`config.mk`:
```
export PLATFORM = sky130hd
export DESIGN_NAME = ssdv_mul
export DESIGN_NICKNAME = d
export VERILOG_FILES = /design/src/sv/ssdv_pkg.sv /design/src/sv/ssdv_mul.sv
export SDC_FILE = /design/constraint.sdc
export NUM_CORES = 2
export LEC_CHECK = 0
export BUFFER_PORTS_ARGS = -buffer_cell sky130_fd_sc_hd__buf_2
export CAP_MARGIN = 20
export CORE_MARGIN = 5
export CORE_UTILIZATION = 35
export CTS_BUF_LIST = sky130_fd_sc_hd__clkbuf_4 sky130_fd_sc_hd__clkbuf_8
export CTS_CLUSTER_DIAMETER = 30
export DETAILED_ROUTE_END_ITERATION = 8
export GPL_TIMING_DRIVEN = 0
export SYNTH_ARGS = -nofsm -noshare
export SYNTH_HDL_FRONTEND = slang
export SYNTH_SLANG_ARGS = --single-unit
```
`constraint.sdc`:
```
create_clock -name clk -period 17.05 [get_ports clk]
set_clock_uncertainty 0.2 [all_clocks]
set_input_delay 3.41 -clock clk [delete_from_list [all_inputs] [get_ports clk]]
set_output_delay 3.41 -clock clk [all_outputs]
set_load 0.02 [all_outputs]
```
`src/sv/ssdv_pkg.sv`:
```
// ----------------------------------------------------------------------------
// ssdv_pkg: swept sine drum voice shared definitions
// Fixed-point constants, sequencer states and the sine and note tables. The
// tables are built at elaboration by constant functions.
// ----------------------------------------------------------------------------
package ssdv_pkg;

  // Table geometry
  localparam int SINE_TABLE_SIZE = 256;
  localparam int SINE_BITS       = $clog2(SINE_TABLE_SIZE);
  localparam int MAX_NOTE        = 151;
  localparam int NOTE_BITS       = $clog2(MAX_NOTE + 1);
  localparam int NOTE_OFFSET     = 12;
  localparam int TOP_NOTE        = 155;

  // Operation codes carried on tuser
  localparam logic OP_TICK    = 1'b0;
  localparam logic OP_NOTE_ON = 1'b1;

  // Fixed-point constants
  localparam logic [31:0] ONE_Q31     = 32'h8000_0000;
  localparam longint      ONE_Q30     = 64'sd1073741824;
  localparam logic [31:0] SWEEP_DECAY = 32'd2145980409;
  localparam logic [31:0] AMP_DECAY   = 32'd2147268900;
  // floor(x / 625) == (x * GROW_RECIP) >> 41 for any 31-bit x
  localparam logic [31:0] GROW_RECIP  = 32'd3518437209;

  // Shared multiplier geometry
  localparam int MUL_W  = 34;
  localparam int PROD_W = 2 * MUL_W;

  // Sequencer states, one-hot
  typedef enum logic [10:0] {
    ST_IDLE   = 11'b000_0000_0001,
    ST_FETCH  = 11'b000_0000_0010,
    ST_INTERP = 11'b000_0000_0100,
    ST_AMPSQ  = 11'b000_0000_1000,
    ST_SAMP   = 11'b000_0001_0000,
    ST_SWEEP  = 11'b000_0010_0000,
    ST_AMPD   = 11'b000_0100_0000,
    ST_GROW   = 11'b000_1000_0000,
    ST_RECIP  = 11'b001_0000_0000,
    ST_STEP   = 11'b010_0000_0000,
    ST_EMIT   = 11'b100_0000_0000
  } state_t;

  // Sequencer to datapath control
  typedef struct packed {
    state_t state;
    logic   in_ready;
    logic   mul_en;
  } ssdv_ctrl_t;

  typedef logic [SINE_TABLE_SIZE:0][31:0] sine_tab_t;
  typedef logic [MAX_NOTE:0][32:0]        note_tab_t;

  // Odd polynomial coefficients for a quarter sine, Q30
  function automatic longint poly_coef(input int k);
    longint c;
    case (k)
      0:       c = 64'sd1686629713;
      1:       c = -64'sd693598668;
      2:       c = 64'sd85569305;
      3:       c = -64'sd5026995;
      4:       c = 64'sd172272;
      5:       c = -64'sd3864;
      default: c = 64'sd61;
    endcase
    return c;
  endfunction

  // sin(pi/2 * t), t and result in Q30
  function automatic longint quarter_sine(input longint t);
    longint t2;
    longint acc;
    t2  = t * t / ONE_Q30;
    acc = poly_coef(6);
    for (int k = 5; k >= 0; k--) begin
      acc = poly_coef(k) + acc * t2 / ONE_Q30;
    end
    acc = acc * t / ONE_Q30;
    if (acc < 0) acc = 0;
    if (acc > ONE_Q30) acc = ONE_Q30;
    return acc;
  endfunction

  function automatic sine_tab_t build_sine_tab();
    sine_tab_t tab;
    longint    u;
    longint    quad;
    longint    rem;
    longint    t;
    longint    v;
    for (int i = 0; i <= SINE_TABLE_SIZE; i++) begin
      u    = longint'(i) * 4;
      quad = u / SINE_TABLE_SIZE;
      rem  = u - quad * SINE_TABLE_SIZE;
      t    = (rem <<< 30) / SINE_TABLE_SIZE;
      case (quad)
        0:       v = quarter_sine(t);
        1:       v = quarter_sine(ONE_Q30 - t);
        2:       v = -quarter_sine(t);
        3:       v = -quarter_sine(ONE_Q30 - t);
        default: v = 0;
      endcase
      tab[i] = v[31:0];
    end
    return tab;
  endfunction

  // Phase steps of the top octave, Q1.32 at 48 kHz
  function automatic longint top_octave(input longint k);
    longint s;
    case (k)
      0:       s = 64'sd2996461992;
      1:       s = 64'sd3174640894;
      2:       s = 64'sd3363414866;
      3:       s = 64'sd3563413921;
      4:       s = 64'sd3775305539;
      5:       s = 64'sd3999796889;
      6:       s = 64'sd4237637188;
      7:       s = 64'sd4489620208;
      8:       s = 64'sd4756586918;
      9:       s = 64'sd5039428295;
      10:      s = 64'sd5339088295;
      default: s = 64'sd5656567006;
    endcase
    return s;
  endfunction

  // Octave image of the top octave, shifted right rounding half up
  function automatic longint note_step(input int n);
    longint back;
    longint down;
    longint half;
    back = longint'(TOP_NOTE - n);
    down = back / 12;
    half = (longint'(1) <<< down) >>> 1;
    return (top_octave(11 - back % 12) + half) >>> down;
  endfunction

  function automatic note_tab_t build_note_tab();
    note_tab_t tab;
    for (int n = 0; n <= MAX_NOTE; n++) begin
      tab[n] = 33'(note_step(n));
    end
    return tab;
  endfunction

  localparam sine_tab_t   SINE_TAB = build_sine_tab();
  localparam note_tab_t   NOTE_TAB = build_note_tab();
  localparam logic [32:0] STEP_CAP = 33'(note_step(MAX_NOTE));

endpackage

```
`src/sv/ssdv_mul.sv`:
```
// ----------------------------------------------------------------------------
// ssdv_mul: shared signed multiplier
// One signed multiply with a registered product, reused for every product of
// a sample tick.
// ----------------------------------------------------------------------------
module ssdv_mul (
  input  logic                                     clk,
  input  logic                                     en,
  input  logic signed [ssdv_pkg::MUL_W-1:0]        op_a,
  input  logic signed [ssdv_pkg::MUL_W-1:0]        op_b,
  output logic signed [ssdv_pkg::PROD_W-1:0]       prod
);

  logic signed [ssdv_pkg::PROD_W-1:0] prod_r;
  logic signed [ssdv_pkg::PROD_W-1:0] prod_nxt;

  // Form the full-width product
  assign prod_nxt = ssdv_pkg::PROD_W'(op_a) * ssdv_pkg::PROD_W'(op_b);

  // Hold the product until the next issue
  always_ff @(posedge clk) begin
    if (en) begin
      prod_r <= prod_nxt;
    end
  end

  assign prod = prod_r;

endmodule

```
### Word level (Yosys, flattened, before mapping)

Cells that the tools add are included.
Widths: inputs -> output; s select.

* $mul: 1

Operator list (number)
* $mul 34x34->68: 1

* register bits after elaboration: 68
* output and inout bits: 68

### Logic depth before layout (Yosys ltp)

* depth in word-level cells: 1
* gate-level depth with buffers: 31
* gate-level depth less buffers: 29

### Worst setup path after synthesis

OpenSTA, ideal clock, no wires.

* path kind: in2reg
* start: input port op_a[33] (netlist bit)
* end: register prod_r, in the netlist prod[61] (data pin)
* required time: 16.591 ns
* data arrival time: 10.672 ns
* setup time: 0.259 ns
* path slack: 5.920 ns
* stages on the path: 23
* cell sequence: clkbuf_1 -> nand2_1 -> inv_1 -> fa_1 -> fa_1 -> fa_1 -> fa_1 -> fa_1 -> fa_1 -> fa_1 -> fa_1 -> ha_1 -> clkbuf_1 -> a21oi_1 -> o21bai_1 -> a21oi_1 -> o21ai_0 -> and2_1 -> o41a_1 -> o21ba_2 -> a21o_1 -> a21oi_2 -> xnor2_1

* cells in the longest elaborated chain, start to end: 1

Ends and longest elaborated chain
* start: declaration: line ssdv_mul.sv:9 `input logic signed [ssdv_pkg::MUL_W-1:0] op_a,`
* $mul 34x34->68: line ssdv_mul.sv:18 `assign prod_nxt = ssdv_pkg::PROD_W'(op_a) * ssdv_pkg::PROD_W'(op_b);`
* named net prod_nxt, one bit: line ssdv_mul.sv:15 `logic signed [ssdv_pkg::PROD_W-1:0] prod_nxt;`
* end signal: assignment: line ssdv_mul.sv:23 `prod_r <= prod_nxt;`
* end: declaration: line ssdv_mul.sv:14 `logic signed [ssdv_pkg::PROD_W-1:0] prod_r;`

The timed path passes the listed nets, and every way through them passes these cells.
A chain may end at the register's enable or synchronous reset.

### Worst setup path in the final report

* start: input port op_a[33] (netlist bit)
* end: register prod_r, in the netlist prod[65] (data pin)

The elaborated chain is that of the path after synthesis.

==> results.cfg <==
[floorplanning]
fp-row-count = 129
die_w_um = 364
die_height_um = 364
dieArea_um2 = 132000
initial_core_util = 0.353
io_pins = 138
core_area_um2 = 124000

[worst_setup_path]
cp_slowest_stage_delay_ps = 1240
cp-end-kind = flop
worst-path-max-fanout = 17
crit_path_start_kind = primary input
worstPathArrival_ps = 13160
required_ps = 17010
cp_common_cell = fa_1
path_buf_inv = 8
crit_type = in2reg
critPathTopFamily = adder cells
cp_slowest_cell = fa_1

[finish]
area_growth_pct = 7.11
final_common_cell = fa_1
final_cell_mix = 1241 x fa_1, 1235 x inv_1, 625 x and2_1
drive_gt1_frac = 0.0414
largest_reg_flops = 68
stdcell_count = 6389
nNetsFinal = 6243

[yosys]
synthAdderAreaFrac = 0.625
ys.flop_type = edfxtp_1
synth_edf_count = 68
synthXorXnorAreaFrac = 0.0154
avgSynthCellArea_um2 = 9.58
synth_mux_area_frac = 0
yosysUniqueCellTypes = 73
synth-simple-area-share = 0.153
synth_fp_nets = 6093
synth_area_um2 = 43800
synth_seq_cells = 68
synth_async_sr_flop_share = 0
syn_inst = 4578
ys_warn_count = 0
synth_compound_area_frac = 0.0336
synth_seq_area_share = 0.0466
synth_top_family_by_area = adder cells

[grt]
grt_overflow_total = 0
grt_pass1_vias = 35400
grt_first_pass_wirelength_mm = 236
globalRouteTotalUtil = 0.248
grt_max_degree = 54
antenna_found_initial = 30

[route]
drc = 0
wl_per_cell_um = 25.4
via_per_inst = 5.15
vias = 32900
first_iter_violations = 2775
drt-total-wl_mm = 162
ant_nets = 0
firstDrtPassIters = 5

[clocking]
root_buffer = clkbuf_8
htreeDepth = 3
ctsHoldBuffers = 0
clk_path_buf_depth = 2
cts-resized-gates = 0
clk_pin_slew_ps = 100
cts_buffers = 9
cts.sinks = 68
cts_tree = built
post_cts_buffers = 0

[sta]
setup_violations = 0
hold_slack_ps = 3180
fmax_mhz = 75.8
hold_viol = 0
fin_crit_sh = 0.774
fin_setup_tns_ps = 0
finalMaxSlewViolations = 0
layout_min_cycle_time_ps = 13200
worst_pin_slew_ps = 1230
slew_headroom = 0.183
rsz0062_at_grt = false

[hold_path]
worstHoldPathType = in2reg

[placed_design]
dpl.cell_count = 6353
hpwl_mm = 140
io_buffers = 131
gp_congestion = 1.04

[outcome]
status = complete, no violations

[run]
maxCapViolCount = 0
[synth_stat cells (5+ instances only)]
master,n,area share
fa_1,1241,0.57
nand2_1,550,0.047
xnor2_1,57,0.011
inv_1,1235,0.11
o21a_1,6,0.0010
nand2b_1,14,0.0020
edfxtp_1,68,0.047
nand3_1,8,0.00091
and2_1,625,0.089
a21o_1,37,0.0063
o211ai_1,8,0.0014
nor2_1,53,0.0045
nand4_1,14,0.0020
xor2_1,20,0.0040
o21ai_1,7,0.00080
ha_1,204,0.058
buf_6,5,0.0013
and3_1,9,0.0013
a21oi_1,54,0.0062
nor3_1,10,0.0011
nor2b_1,7,0.0010
a31oi_1,7,0.0010
clkbuf_1,216,0.018
a211oi_1,7,0.0012
buf_2,7,0.00080
o21ai_0,27,0.0031
o21bai_1,13,0.0022
[kinds of logic (layout without fill, tap and decap cells)]
group / Yosys count / count (layout)
XOR/XNOR: 77 / 77
buffers and inverters: 1467 / 1622
AO/OA/AOI/OAI: 211 / 211
AND/OR/NAND/NOR: 1310 / 1310
adder cells (fa/ha/maj): 1445 / 1445
flip-flops: 68 / 68
other: 0 / 19
[cell type report]
type | instances | area [µm²]
flip-flops and latches | 68 | 2040
fillers | 12700 | 77200
well taps | 1637 | 2050
clock buffers | 9 | 124
multi-input cells | 3043 | 36200
repair buffers | 139 | 793
clock inverters | 7 | 106
inverters | 1236 | 4640
diodes | 19 | 47.5
plain buffers | 231 | 915
[metal layers]
metal,global-route usage,up-vias,part of all wire
met5,0,-,0.00023
met4,0.144,6,0.075
met3,0.0594,489,0.10
met2,0.401,1783,0.46
met1,0.305,17300,0.36
li1,-,13300,-
[path summary, 6_finish.rpt]
| path | end | from | slack (ps) | depth (start not counted) |
|---|---|---|---|---|
| setup / recovery | prod[65]$_DFFE_PP_ | op_a[33] | 3850 | 27 |
| hold / removal | prod[22]$_DFFE_PP_ | en | 3180 | 1 |
[metrics by stage]
stage	area, µm²	setup slack (ps)	utilization
floorplan	43800	5920	-
global placement	46500	3660	0.375
finish	47000	3850	0.378
detailed placement	46700	3650	0.376
CTS	46900	4120	0.378
global route	46900	3520	0.378
Power is left out: the tool's default activity adds up to more than one toggle a clock period on the data nets, which glitch-free logic cannot reach.
