<file path="src/sv/ssdv_pkg.sv">
// ----------------------------------------------------------------------------
// ssdv_pkg: swept sine drum voice shared definitions
// Fixed-point constants, sequencer states and the sine and note tables. The
// tables are built at elaboration by constant functions.
// ----------------------------------------------------------------------------
package ssdv_pkg;

  // Table geometry
  localparam int SINE_TABLE_SIZE = 256;
  localparam int SINE_BITS       = $clog2(SINE_TABLE_SIZE);
  localparam int MAX_NOTE        = 151;
  localparam int NOTE_BITS       = $clog2(MAX_NOTE + 1);
  localparam int NOTE_OFFSET     = 12;
  localparam int TOP_NOTE        = 155;

  // Operation codes carried on tuser
  localparam logic OP_TICK    = 1'b0;
  localparam logic OP_NOTE_ON = 1'b1;

  // Fixed-point constants
  localparam logic [31:0] ONE_Q31     = 32'h8000_0000;
  localparam longint      ONE_Q30     = 64'sd1073741824;
  localparam logic [31:0] SWEEP_DECAY = 32'd2145980409;
  localparam logic [31:0] AMP_DECAY   = 32'd2147268900;
  // floor(x / 625) == (x * GROW_RECIP) >> 41 for any 31-bit x
  localparam logic [31:0] GROW_RECIP  = 32'd3518437209;

  // Shared multiplier geometry
  localparam int MUL_W  = 34;
  localparam int PROD_W = 2 * MUL_W;

  // Sequencer states, one-hot
  typedef enum logic [10:0] {
    ST_IDLE   = 11'b000_0000_0001,
    ST_FETCH  = 11'b000_0000_0010,
    ST_INTERP = 11'b000_0000_0100,
    ST_AMPSQ  = 11'b000_0000_1000,
    ST_SAMP   = 11'b000_0001_0000,
    ST_SWEEP  = 11'b000_0010_0000,
    ST_AMPD   = 11'b000_0100_0000,
    ST_GROW   = 11'b000_1000_0000,
    ST_RECIP  = 11'b001_0000_0000,
    ST_STEP   = 11'b010_0000_0000,
    ST_EMIT   = 11'b100_0000_0000
  } state_t;

  // Sequencer to datapath control
  typedef struct packed {
    state_t state;
    logic   in_ready;
    logic   mul_en;
  } ssdv_ctrl_t;

  typedef logic [SINE_TABLE_SIZE:0][31:0] sine_tab_t;
  typedef logic [MAX_NOTE:0][32:0]        note_tab_t;

  // Odd polynomial coefficients for a quarter sine, Q30
  function automatic longint poly_coef(input int k);
    longint c;
    case (k)
      0:       c = 64'sd1686629713;
      1:       c = -64'sd693598668;
      2:       c = 64'sd85569305;
      3:       c = -64'sd5026995;
      4:       c = 64'sd172272;
      5:       c = -64'sd3864;
      default: c = 64'sd61;
    endcase
    return c;
  endfunction

  // sin(pi/2 * t), t and result in Q30
  function automatic longint quarter_sine(input longint t);
    longint t2;
    longint acc;
    t2  = t * t / ONE_Q30;
    acc = poly_coef(6);
    for (int k = 5; k >= 0; k--) begin
      acc = poly_coef(k) + acc * t2 / ONE_Q30;
    end
    acc = acc * t / ONE_Q30;
    if (acc < 0) acc = 0;
    if (acc > ONE_Q30) acc = ONE_Q30;
    return acc;
  endfunction

  function automatic sine_tab_t build_sine_tab();
    sine_tab_t tab;
    longint    u;
    longint    quad;
    longint    rem;
    longint    t;
    longint    v;
    for (int i = 0; i <= SINE_TABLE_SIZE; i++) begin
      u    = longint'(i) * 4;
      quad = u / SINE_TABLE_SIZE;
      rem  = u - quad * SINE_TABLE_SIZE;
      t    = (rem <<< 30) / SINE_TABLE_SIZE;
      case (quad)
        0:       v = quarter_sine(t);
        1:       v = quarter_sine(ONE_Q30 - t);
        2:       v = -quarter_sine(t);
        3:       v = -quarter_sine(ONE_Q30 - t);
        default: v = 0;
      endcase
      tab[i] = v[31:0];
    end
    return tab;
  endfunction

  // Phase steps of the top octave, Q1.32 at 48 kHz
  function automatic longint top_octave(input longint k);
    longint s;
    case (k)
      0:       s = 64'sd2996461992;
      1:       s = 64'sd3174640894;
      2:       s = 64'sd3363414866;
      3:       s = 64'sd3563413921;
      4:       s = 64'sd3775305539;
      5:       s = 64'sd3999796889;
      6:       s = 64'sd4237637188;
      7:       s = 64'sd4489620208;
      8:       s = 64'sd4756586918;
      9:       s = 64'sd5039428295;
      10:      s = 64'sd5339088295;
      default: s = 64'sd5656567006;
    endcase
    return s;
  endfunction

  // Octave image of the top octave, shifted right rounding half up
  function automatic longint note_step(input int n);
    longint back;
    longint down;
    longint half;
    back = longint'(TOP_NOTE - n);
    down = back / 12;
    half = (longint'(1) <<< down) >>> 1;
    return (top_octave(11 - back % 12) + half) >>> down;
  endfunction

  function automatic note_tab_t build_note_tab();
    note_tab_t tab;
    for (int n = 0; n <= MAX_NOTE; n++) begin
      tab[n] = 33'(note_step(n));
    end
    return tab;
  endfunction

  localparam sine_tab_t   SINE_TAB = build_sine_tab();
  localparam note_tab_t   NOTE_TAB = build_note_tab();
  localparam logic [32:0] STEP_CAP = 33'(note_step(MAX_NOTE));

endpackage

</file>
<file path="src/sv/ssdv_ctrl.sv">
// ----------------------------------------------------------------------------
// ssdv_ctrl: tick sequencer
// Steps a sample tick through the multiplier passes and waits for the output
// register before finishing.
// ----------------------------------------------------------------------------
module ssdv_ctrl (
  input  logic                 clk,
  input  logic                 rst_n,
  input  logic                 tick_start,
  input  logic                 out_free,
  output ssdv_pkg::ssdv_ctrl_t ctrl
);

  ssdv_pkg::state_t state_r;
  ssdv_pkg::state_t state_nxt;

  // Advance one pass per cycle, hold at the end while the output is full
  always_comb begin
    state_nxt = state_r;
    unique case (state_r)
      ssdv_pkg::ST_IDLE:   if (tick_start) state_nxt = ssdv_pkg::ST_FETCH;
      ssdv_pkg::ST_FETCH:  state_nxt = ssdv_pkg::ST_INTERP;
      ssdv_pkg::ST_INTERP: state_nxt = ssdv_pkg::ST_AMPSQ;
      ssdv_pkg::ST_AMPSQ:  state_nxt = ssdv_pkg::ST_SAMP;
      ssdv_pkg::ST_SAMP:   state_nxt = ssdv_pkg::ST_SWEEP;
      ssdv_pkg::ST_SWEEP:  state_nxt = ssdv_pkg::ST_AMPD;
      ssdv_pkg::ST_AMPD:   state_nxt = ssdv_pkg::ST_GROW;
      ssdv_pkg::ST_GROW:   state_nxt = ssdv_pkg::ST_RECIP;
      ssdv_pkg::ST_RECIP:  state_nxt = ssdv_pkg::ST_STEP;
      ssdv_pkg::ST_STEP:   state_nxt = ssdv_pkg::ST_EMIT;
      ssdv_pkg::ST_EMIT:   if (out_free) state_nxt = ssdv_pkg::ST_IDLE;
      default:             state_nxt = ssdv_pkg::ST_IDLE;
    endcase
  end

  always_ff @(posedge clk) begin
    if (!rst_n) begin
      state_r <= ssdv_pkg::ST_IDLE;
    end else begin
      state_r <= state_nxt;
    end
  end

  // Drive the datapath controls
  always_comb begin
    ctrl.state    = state_r;
    ctrl.in_ready = (state_r == ssdv_pkg::ST_IDLE);
    ctrl.mul_en   = (state_r == ssdv_pkg::ST_INTERP) || (state_r == ssdv_pkg::ST_AMPSQ) ||
                    (state_r == ssdv_pkg::ST_SAMP)   || (state_r == ssdv_pkg::ST_SWEEP) ||
                    (state_r == ssdv_pkg::ST_AMPD)   || (state_r == ssdv_pkg::ST_GROW)  ||
                    (state_r == ssdv_pkg::ST_RECIP);
  end

endmodule
</file>
<file path="config.mk">
export PLATFORM = sky130hd
export DESIGN_NAME = ssdv_ctrl
export DESIGN_NICKNAME = d
export VERILOG_FILES = /design/src/sv/ssdv_pkg.sv /design/src/sv/ssdv_ctrl.sv
export SDC_FILE = /design/constraint.sdc
export NUM_CORES = 1
export LEC_CHECK = 0
export BUFFER_PORTS_ARGS = -buffer_cell sky130_fd_sc_hd__clkbuf_2
export CAP_MARGIN = 10
export CORE_UTILIZATION = 35
export DETAILED_ROUTE_END_ITERATION = 12
export GPL_TIMING_DRIVEN = 1
export PLACE_DENSITY = 0.65
export SYNTH_ARGS = -nofsm -noshare
export SYNTH_HDL_FRONTEND = slang
export SYNTH_SLANG_ARGS = --single-unit
export TNS_END_PERCENT = 5
</file>
<file path="constraint.sdc">
create_clock -name clk -period 1.2 [get_ports clk]
set_input_delay 0.24 -clock clk [delete_from_list [all_inputs] [get_ports clk]]
set_output_delay 0.24 -clock clk [all_outputs]
set_load 0.02 [all_outputs]
</file>
After elaboration in Yosys (flattened, before gate mapping)
Cells that the tools add are included.
{"block": "totals", "out_inout_bits": 13, "elab_cells": 24, "regBits": 11, "input_bits": 4}
{"block": "op_classes", "reduce_logical": 7, "eq_ne": 13, "mux": 3}
{"operator": "$pmux W11 S11", "count": 1}
{"operator": "$mux W11", "count": 2}
{"operator": "$eq A11 B1 Y1 const B", "count": 1}
{"operator": "$eq A11 B10 Y1 const B", "count": 1}
{"operator": "$eq A11 B11 Y1 const B", "count": 1}
{"operator": "$eq A11 B2 Y1 const B", "count": 1}
{"operator": "$eq A11 B3 Y1 const B", "count": 1}
{"operator": "$eq A11 B4 Y1 const B", "count": 1}
{"operator": "$eq A11 B5 Y1 const B", "count": 1}
{"operator": "$eq A11 B6 Y1 const B", "count": 1}
{"operator": "$eq A11 B7 Y1 const B", "count": 1}
{"operator": "$eq A11 B8 Y1 const B", "count": 1}
{"operator": "$eq A11 B9 Y1 const B", "count": 1}
{"operator": "$logic_or A1 B1 Y1", "count": 6}
{"operator": "$ne A2 B2 Y1 const B", "count": 2}
{"operator": "$reduce_and A2 Y1", "count": 1}

Depth between registers and ports, before layout
Gate-level depths: netlist (run 1).
{"block": "depth", "ltp_word": 7, "mapped_depth": 4, "ltp_nobuf": 4}

Least setup slack after synthesis (run 1)
No wires, ideal clock.
{"block": "synth_timing", "path_type": "flip-flop to flip-flop", "startpoint": "register state_r[6]", "endpoint": "register state_r[0]", "period_less_slack_ps": 1517, "path_slack_ps": -317, "setup_ps": 136, "n_path_buf": 0, "required_time_ps": 1064, "path_stages_with_launch": 5, "arrival_time_ps": 1381, "cell_sequence": "dfxtp_1 > nor4_4 > o2111ai_1 > o22ai_2 > o221ai_2"}
{"block": "synth_between", "elab_chain_cells": 3, "word_cells_on_any_way": 15, "classes_between": "13 x eq/ne; 1 x mux; 1 x reduce/logical"}
{"item": "start: declaration", "line": "ssdv_ctrl.sv:14", "rtl": "ssdv_pkg::state_t state_r;"}
{"item": "start signal: assignment", "line": "ssdv_ctrl.sv:38", "rtl": "state_r <= ssdv_pkg::ST_IDLE;"}
{"item": "start signal: assignment", "line": "ssdv_ctrl.sv:40", "rtl": "state_r <= state_nxt;"}
{"item": "$eq A11 B11 Y1 / $eq A11 B1 Y1 (equally long branches)", "line": "ssdv_ctrl.sv:20", "rtl": "unique case (state_r)"}
{"item": "$ne A2 B2 Y1 (no line)"}
{"item": "$reduce_and A2 Y1 (no line)"}
Parallel ways exist; a longest one is shown, timed or not.
A chain may end at the register's enable or synchronous reset.

==> qor.yml, run 1 <==
place:
  hpwl_um: 1130
  gp_congestion: 0.785
  placed_cells: 115
  port_buffers: 16
yosys:
  synth_cell_types: 29
  synthMuxAreaShare_pct: 0
  synth_enable_flop_cells: 0
  yosys_warnings: 0
  syn_avg_cell_area_um2: 9.72
  syn_nets: 64
  synth_compound_area_share_pct: 12.4
  synth_top_family_by_area: "simple AND/OR/NAND/NOR gates"
  ys_seq_elements: 11
  synth_area_um2: 583
  synthSimpleGateAreaFrac_pct: 44.2
  synth-xor-area-share_pct: 3.00
  async_flop_share_pct: 0
  netlist_instances: 60
  synth_flop_cell: "dfxtp_1"
  synthAdderAreaFrac_pct: 0
  ys_seq_area_share_pct: 37.8
clocking:
  cts-root-buf: "clkbuf_4"
  cts_tree: "yes"
  clk_latency_ps: 270
  cts_buffer_depth: 2
  cts.sinks: 11
  cts-htree-levels: 1
  numCtsBuffers: 3
  cts_hold_buffers: 0
  clkTransAtPathRegs_ps: 80
worst_hold_path:
  hold_end: "state_r[1]"
  min_from: "tick_start"
  holdCritPathClass: "in2reg"
  holdPathStages: 3
floorplan:
  fp.dieW_um: 42.8
  row_count: 14
  io_pins: 17
  die_y_um: 42.8
  die_area_um2: 1830
  core_um2: 1520
  start_util_pct: 38.3
grt:
  use_met3_pct: 3.83
  grt_use_total_pct: 18.9
  met2_usage_pct: 32.1
  gr-usage-met1_pct: 23.7
  busiest_layer: "met2"
  grt_pass1_vias: 590
  grt_pass1_wl_um: 2590
  antenna_found_initial: 0
  gr-total-overflow: 0
  grt_max_degree: 8
detailed_routing:
  ant_nets: 0
  drc: 0
  wl_um: 1780
  vias: 674
  drt-vias-per-instance: 5.48
  dr.first_iter.drc_count: 15
  wl_per_cell_um: 14.5
  dr.pass1.iters: 4
sta:
  setup_viol_count_final: 10
  period_share_pct: 148
  fin_crit_ps: 1770
  slew_headroom_pct: 77.0
  worst_slack_ps: -575
  finalMaxSlewViolations: 0
  hold-worst-slack_ps: 226
  tightest_slew_ps: 343
  fmax_mhz: 564
  rsz0062_at_grt: "yes"
  fin_skew_ps: 9.93
  hold_viol: 0
worst_setup_path:
  crit_path_top_delay_cell: "dfxtp_4"
  crit_buf_inv: 1
  worstSetupStartpointType: "register"
  crit_type: "reg2out"
  cp_max_fo: 3
  r2r_end: "state_r[0]"
  cp-end-kind: "primary output"
  max_stage_delay_ps: 360
  r2r_start: "state_r[5]"
  crit_arrival_ps: 1530
  crit_family: "compound AO/OA/AOI/OAI gates"
  worstPathRequired_ps: 960
  crit_path_cell_trace: "nor4_4, o2111ai_2, o22ai_2, clkbuf_8"
  r2r_cells: 7
  reg2reg_slack_ps: -370
finish:
  largest_register_ff_count: 11
  area_delta_synth_final_pct: 80.0
  instances_no_fill: 123
  post-route-util_pct: 68.9
  reg.largest.list: "state_r: 11 flops"
  antenna-diode-count: 0
  final_nets: 112
  top_register: "state_r"
  layout-drive-gt1-share_pct: 67.3
power:
  peakVddDrop_v: 0.000711
  total_leakage_power_nw: 0.468
  p_per_area_nw_per_um2: 775
run_status:
  outcome: "finished, violations left"
  violations: "negative setup slack"
run:
  maxCapViolCount: 0
[cell type report]
type                            count  area (um2)
Sequential cell                    11         243
Tap cell                           16        20.0
Fill cell                         125         474
Timing Repair Buffer               43         349
Clock buffer                        4        26.3
Inverter                            4        15.0
Multi-Input combinational cell     45         397
[how the worst max path moves through the flow]
| stage | start | to | slack, ps | depth (start not counted) |
|---|---|---|---|---|
| 2_1_floorplan | state_r[5] | state_r[0] | -250 | 4 |
| 3_3_place_gp | state_r[5] | ctrl[0] | -260 | 4 |
| 3_5_place_dp | state_r[5] | ctrl[0] | -350 | 5 |
| 4_1_cts | state_r[6] | ctrl[0] | -540 | 4 |
| 5_1_grt | state_r[5] | ctrl[0] | -640 | 4 |
| 6_report | state_r[5] | ctrl[0] | -570 | 4 |
[layout by cell type, fill, tap and decap left out, drive strengths merged]
cell,Yosys,layout
nand3,4,4
nor3b,4,4
nor2,5,5
nor4b,3,3
o22ai,1,1
inv,4,4
nor4,2,2
and2,1,1
xor2,2,2
nor2b,2,2
o221ai,1,1
o311ai,1,1
nand2,4,4
o21ai,2,2
and3,3,3
and4,1,1
nor4bb,1,1
a21oi,2,2
nor3,3,3
clkbuf,0,15
buf,0,32
a211oi,1,1
dfxtp,11,11
o2111ai,1,1
nand3b,1,1
[worst register-to-register path: stages, from the launching register on]
cell and delay (ps):
dfxtp_4 360, nor4_4 340, o2111ai_2 160, o22ai_2 220
buf_4 140, buf_6 90, buf_6 80, o221ai_2 70
[Yosys cell counts, types with 2 or more instances]
master	number	area share, %
nor3b_2	3	6.4
nor3_1	2	1.7
inv_1	4	2.6
nor2_1	4	2.6
nand2_1	4	2.6
nand3_2	2	3.4
xor2_1	2	3.0
o21ai_0	2	1.7
nor2b_1	2	2.1
nand3_1	2	1.7
dfxtp_1	11	38
a21oi_1	2	1.7
nor4b_1	2	3.0
and3_1	3	3.2
[timing repair]
action	CTS	global route
pin swaps	2	9
buffers inserted	2	2
setup endpoints to repair	17	22
gates resized for setup	18	23
[per-stage QoR]
step / power (mW) / setup WS (ps) / setup TNS (ps) / area [um2]
global route: 0.860 / -637 / -2700 / 1050
floorplan: 0.467 / -254 / -788 / 589
CTS: 0.807 / -538 / -1880 / 970
detailed placement: 0.539 / -352 / -1480 / 862
finish: 0.814 / -575 / -1960 / 1050
global placement: 0.536 / -262 / -999 / 862
[report_power, final]
part	switching [mW]	internal, mW	total (mW)
registers	0.00679	0.362	0.369
logic	0.0946	0.0895	0.184
clock network	0.132	0.128	0.261
total	0.234	0.580	0.814
[layer usage]
layer  routed length [um]  vias to the layer above
li1                     -                      326
met1                  740                      330
met2                  976                       14
met3                   46                        4
met4                   18                        0
met5                    0                        -
[kinds of logic after synthesis]
group | after synthesis
AO/OA/AOI/OAI | 9
XOR/XNOR | 2
buffers and inverters | 4
flip-flops | 11
AND/OR/NAND/NOR | 34
Power figures use the tool's default switching activity.
==> inputs of run 2 (changes only) <==
--- a/config.mk
+++ b/config.mk
@@ -8,9 +8,11 @@
 export BUFFER_PORTS_ARGS = -buffer_cell sky130_fd_sc_hd__clkbuf_2
 export CAP_MARGIN = 10
 export CORE_UTILIZATION = 35
+export CTS_BUF_LIST = sky130_fd_sc_hd__clkbuf_16
 export DETAILED_ROUTE_END_ITERATION = 12
 export GPL_TIMING_DRIVEN = 1
 export PLACE_DENSITY = 0.65
+export SETUP_SLACK_MARGIN = 0.4
 export SYNTH_ARGS = -nofsm -noshare
 export SYNTH_HDL_FRONTEND = slang
 export SYNTH_SLANG_ARGS = --single-unit
==> run 2 against run 1 <==
  * The run still ends with negative setup slack left
  * Non-clock buffer count is 1 lower
  * Fmax grew 1.0%
  * Sequential share of layout area decreased by 2.0 points
  * Largest power group is now clock
==> qor.yml, run 2 (synthesis results as in run 1) <==
run_status:
  outcome: "finished, violations left"
  violations: "negative setup slack"
detailed_routing:
  vias: 642
  dr.first_iter.drc_count: 12
  dr.pass1.iters: 4
  wl_um: 1890
  ant_nets: 0
  drt-vias-per-instance: 5.26
  wl_per_cell_um: 15.5
  drc: 0
place:
  placed_cells: 115
  pre_cts_slack_ps: -352
  gp_congestion: 0.785
  place_area_um2: 862
  port_buffers: 16
  hpwl_um: 1130
finish:
  fillers: 103
  top_register: "state_r"
  post-route-util_pct: 75.9
  area_delta_synth_final_pct: 98.3
  antenna-diode-count: 0
  mostFrequentLayoutCell: "buf_4"
  instances_no_fill: 122
  largest_register_ff_count: 11
  final_cell_area_um2: 1160
  mostFrequentLayoutCells: "buf_4, buf_6, clkbuf_2"
  multiInputGateArea_um2: 415
  layout-drive-gt1-share_pct: 68.9
  final_nets: 111
  seq_area_um2: 244
  reg.largest.list: "state_r: 11 flops"
floorplan:
  io_pins: 17
  die_area_um2: 1830
  die_y_um: 42.8
  core_um2: 1520
  fp.dieW_um: 42.8
  start_util_pct: 38.3
  row_count: 14
clocking:
  cts.sinks: 11
  numCtsBuffers: 3
  cts-htree-levels: 1
  cts_hold_buffers: 0
  clk_latency_ps: 240
  cts_tree: "yes"
  cts_buffer_depth: 2
  clkTransAtPathRegs_ps: 50
  cts-root-buf: "clkbuf_16"
power:
  p_per_area_nw_per_um2: 1010
  p_int_mw: 0.897
  swShare_pct: 23.1
  power_switching_mw: 0.269
  power_frac_clock_pct: 52.0
  total_leakage_power_nw: 0.500
  pwr-share-comb_pct: 16.1
  sequentialPowerShare_pct: 31.9
  peakVddDrop_v: 0.000751
  total_power_mw: 1.17
sta:
  setup_viol_count_final: 11
  period_share_pct: 146
  fin_setup_tns_ps: -1930
  fin_crit_ps: 1760
  fin_skew_ps: 7.67
  fmax_mhz: 569
  slew_headroom_pct: 77.8
  tightest_slew_ps: 331
  worst_slack_ps: -556
  finalMaxSlewViolations: 0
  hold-worst-slack_ps: 249
  hold_viol: 0
  rsz0062_at_grt: "yes"
run:
  maxCapViolCount: 0
worst_hold_path:
  holdCritPathClass: "in2reg"
  min_from: "tick_start"
worst_setup_path:
  cp_max_fo: 5
  worstPathRequired_ps: 960
  cp-end-kind: "primary output"
  crit_path_top_delay_cell: "dfxtp_4"
  worstSetupStartpoint: "state_r[5]"
  crit_type: "reg2out"
  crit_arrival_ps: 1520
  worstSetupStartpointType: "register"
  crit_path_cell_trace: "nor4_4, o2111ai_2, o22ai_2, clkbuf_8"
  r2r_start: "state_r[5]"
  max_stage_delay_ps: 360
grt:
  grt_max_degree: 8
  grt_use_total_pct: 22.4
  grt_pass1_wl_um: 3050
  grt_pass1_vias: 639
  gr-total-overflow: 0
  antenna_found_initial: 0
-- run 2: changes by cell type in the layout (fill, tap and decap cells not counted), moves of 2 or more --
cell       before  now
buf_4          23   17
buf_6           8   11
buf_8           0    3
clkbuf_16       0    3
clkbuf_2        8    6
-- run 2: final cells by class --
type                            count  area share (%)
Clock inverter                      1           0.325
Timing Repair Buffer               42            33.1
Inverter                            4            1.30
Multi-Input combinational cell     45            35.9
Sequential cell                    11            21.1
Clock buffer                        3            6.49
Tap cell                           16            1.73
-- run 2: worst max-delay path, delay by kind of cell (launching register included) --
kind	cells	cell delay, ps
buf+inv	1	180
simple gates	1	350
compound gates	2	380
flops	1	360
-- run 2: power by group through the flow --
stage                     registers (mW)  logic [mW]  clock network (mW)
after detailed placement           0.384       0.155                   0
after global placement             0.384       0.153                   0
after floorplan                    0.401      0.0663                   0
after CTS                          0.371       0.174               0.620
final                              0.372       0.188               0.606
after global routing               0.372       0.200               0.636
-- run 2: timing repair --
| item | 4_1_cts | 5_1_grt |
|---|---|---|
| pin swaps | 8 | 1 |
| endpoints found under the setup margin | 24 | 24 |
| buffers inserted | 3 | 0 |
| gates resized for setup | 35 | 15 |
| endpoints found under the hold margin | 0 | 0 |
| cloned | 0 | 0 |
-- run 2: final timing paths --
kind | endpoint | slack (ps) | cells past startpoint
worst max-delay path | ctrl[0] | -560 | 4
worst min-delay path | state_r[1] | 250 | 3
worst max register to register | state_r[0] | -300 | 6
worst min register to register | state_r[5] | 480 | 1
-- run 2: layer usage --
metal  wire length (um)  up-vias  GRT usage, %  part of all wire, %
met5                  0        -             0                    0
met4                  9        0          6.88                 0.48
met3                 33        2          3.83                  1.7
met2               1050        8          40.3                   56
met1                796      313          26.6                   42
li1                   -      319             -                    -
==> inputs of run 3 (changes only) <==
--- a/config.mk
+++ b/config.mk
@@ -8,10 +8,9 @@
 export BUFFER_PORTS_ARGS = -buffer_cell sky130_fd_sc_hd__clkbuf_2
 export CAP_MARGIN = 10
 export CORE_UTILIZATION = 35
-export CTS_BUF_LIST = sky130_fd_sc_hd__clkbuf_16
 export DETAILED_ROUTE_END_ITERATION = 12
 export GPL_TIMING_DRIVEN = 1
-export PLACE_DENSITY = 0.65
+export REMOVE_ABC_BUFFERS = 1
 export SETUP_SLACK_MARGIN = 0.4
 export SYNTH_ARGS = -nofsm -noshare
 export SYNTH_HDL_FRONTEND = slang
==> run 3 against run 2 <==
  * The run still ends with negative setup slack left
  * Combinational power hardly changed
  * Fmax is 0.45% lower
  * Worst setup slack worse by 7.9 ps
  * Critical path type unchanged
  * Critical endpoint unchanged
  * Largest power group is now registers
==> qor.yml, run 3 (synthesis results as in run 1) <==
run_status:
  outcome: "finished, violations left"
  violations: "negative setup slack"
detailed_routing:
  wl_per_cell_um: 13.5
  drt-vias-per-instance: 5.16
  dr.first_iter.drc_count: 9
  dr.pass1.iters: 4
  wl_um: 1610
  drc: 0
  vias: 614
  ant_nets: 0
worst_setup_path:
  crit_buf_inv: 1
  cp-end-kind: "primary output"
  crit_family: "flip-flops"
  crit_type: "reg2out"
  crit_arrival_ps: 1520
  worstSetupStartpointType: "register"
  cp_max_fo: 5
  crit_path_cell_trace: "nor4_4, o2111ai_2, o22ai_2, buf_4"
  worstPathRequired_ps: 960
  crit_path_top_delay_cell: "dfxtp_4"
  max_stage_delay_ps: 370
power:
  total_leakage_power_nw: 0.455
  p_per_area_nw_per_um2: 770
  total_power_mw: 0.815
  peakVddDrop_v: 0.000820
place:
  hpwl_um: 1100
  port_buffers: 16
  gp_congestion: 0.815
  placed_cells: 115
sta:
  fin_crit_ps: 1760
  fin_skew_ps: 3.64
  tightest_slew_ps: 394
  worst_slack_ps: -564
  rsz0062_at_grt: "yes"
  slew_headroom_pct: 73.4
  fmax_mhz: 567
  hold-worst-slack_ps: 207
  fin_setup_tns_ps: -2000
  finalMaxSlewViolations: 0
  hold_viol: 0
  setup_viol_count_final: 10
  period_share_pct: 147
finish:
  seq_area_um2: 244
  largest_register_ff_count: 11
  mostFrequentLayoutCell: "buf_4"
  fillers: 115
  top_register: "state_r"
  multiInputGateArea_um2: 380
  final_nets: 108
  antenna-diode-count: 0
  reg.largest.list: "state_r: 11 flops"
  layout-drive-gt1-share_pct: 67.0
  mostFrequentLayoutCells: "buf_4, buf_6, dfxtp_2"
  instances_no_fill: 119
  area_delta_synth_final_pct: 81.5
grt:
  grt_pass1_vias: 595
  gr-total-overflow: 0
  grt_pass1_wl_um: 2490
  busiest_layer: "met2"
  gr-usage-met1_pct: 22.7
  grt_use_total_pct: 18.2
  grt_max_degree: 8
  use_met3_pct: 3.83
  met2_usage_pct: 30.9
  antenna_found_initial: 0
clocking:
  clkTransAtPathRegs_ps: 70
  cts_hold_buffers: 0
  cts_buffer_depth: 2
  cts.sinks: 11
  cts-htree-levels: 1
  cts-root-buf: "clkbuf_4"
  cts_tree: "yes"
  clk_latency_ps: 260
  numCtsBuffers: 3
floorplan:
  core_um2: 1520
  row_count: 14
  fp.dieW_um: 42.8
  start_util_pct: 38.3
  die_area_um2: 1830
  die_y_um: 42.8
  io_pins: 17
run:
  maxCapViolCount: 0
worst_hold_path:
  holdCritPathClass: "in2reg"
run 3: power breakdown:
part           internal, mW  switching (mW)  leakage [nW]
Clock                 0.128           0.125        0.0150
Sequential            0.366         0.00702        0.0950
Combinational        0.0965          0.0920         0.345
run 3: layout make-up:
| type | instances | area share, % |
|---|---|---|
| multi-input combinational | 45 | 35.9 |
| timing repair buffer | 39 | 35.2 |
| tap | 16 | 1.89 |
| clock buffer | 4 | 2.48 |
| inverter | 4 | 1.42 |
| sequential | 11 | 23.0 |
run 3: timing repair:
item                       CTS  global route
resized for setup           35            19
setup endpoints to repair   24            24
cloned                       0             0
pin swaps                    3             7
setup buffers                0             0
run 3: worst paths after layout:
path                   start    endpoint  slack (ps)  cells after the start
hold / removal    tick_start  state_r[1]         210                      3
setup reg to reg  state_r[7]  state_r[0]        -230                      5
hold reg to reg   state_r[4]  state_r[5]         560                      2
setup / recovery  state_r[7]     ctrl[0]        -560                      4
run 3: through the flow:
step | setup slack (ps) | util (%) | instance area (um2)
floorplan | -317 | - | 583
global placement | -283 | 56.2 | 856
detailed placement | -294 | 56.2 | 856
CTS | -581 | 66.3 | 1010
global route | -659 | 69.5 | 1060
finish | -564 | 69.5 | 1060
run 3: metal layers:
| metal | up-vias | part of all wire [%] |
|---|---|---|
| li1 | 318 | - |
| met1 | 285 | 43 |
| met2 | 11 | 54 |
| met3 | 0 | 2.4 |
| met4 | 0 | 0 |
| met5 | - | 0 |
run 3: worst register-to-register path: stages, from the launching register on:
cell	delay [ps]
dfxtp_4	370
nor4_4	360
o2111ai_2	170
o22ai_2	190
buf_4	140
o221ai_2	80
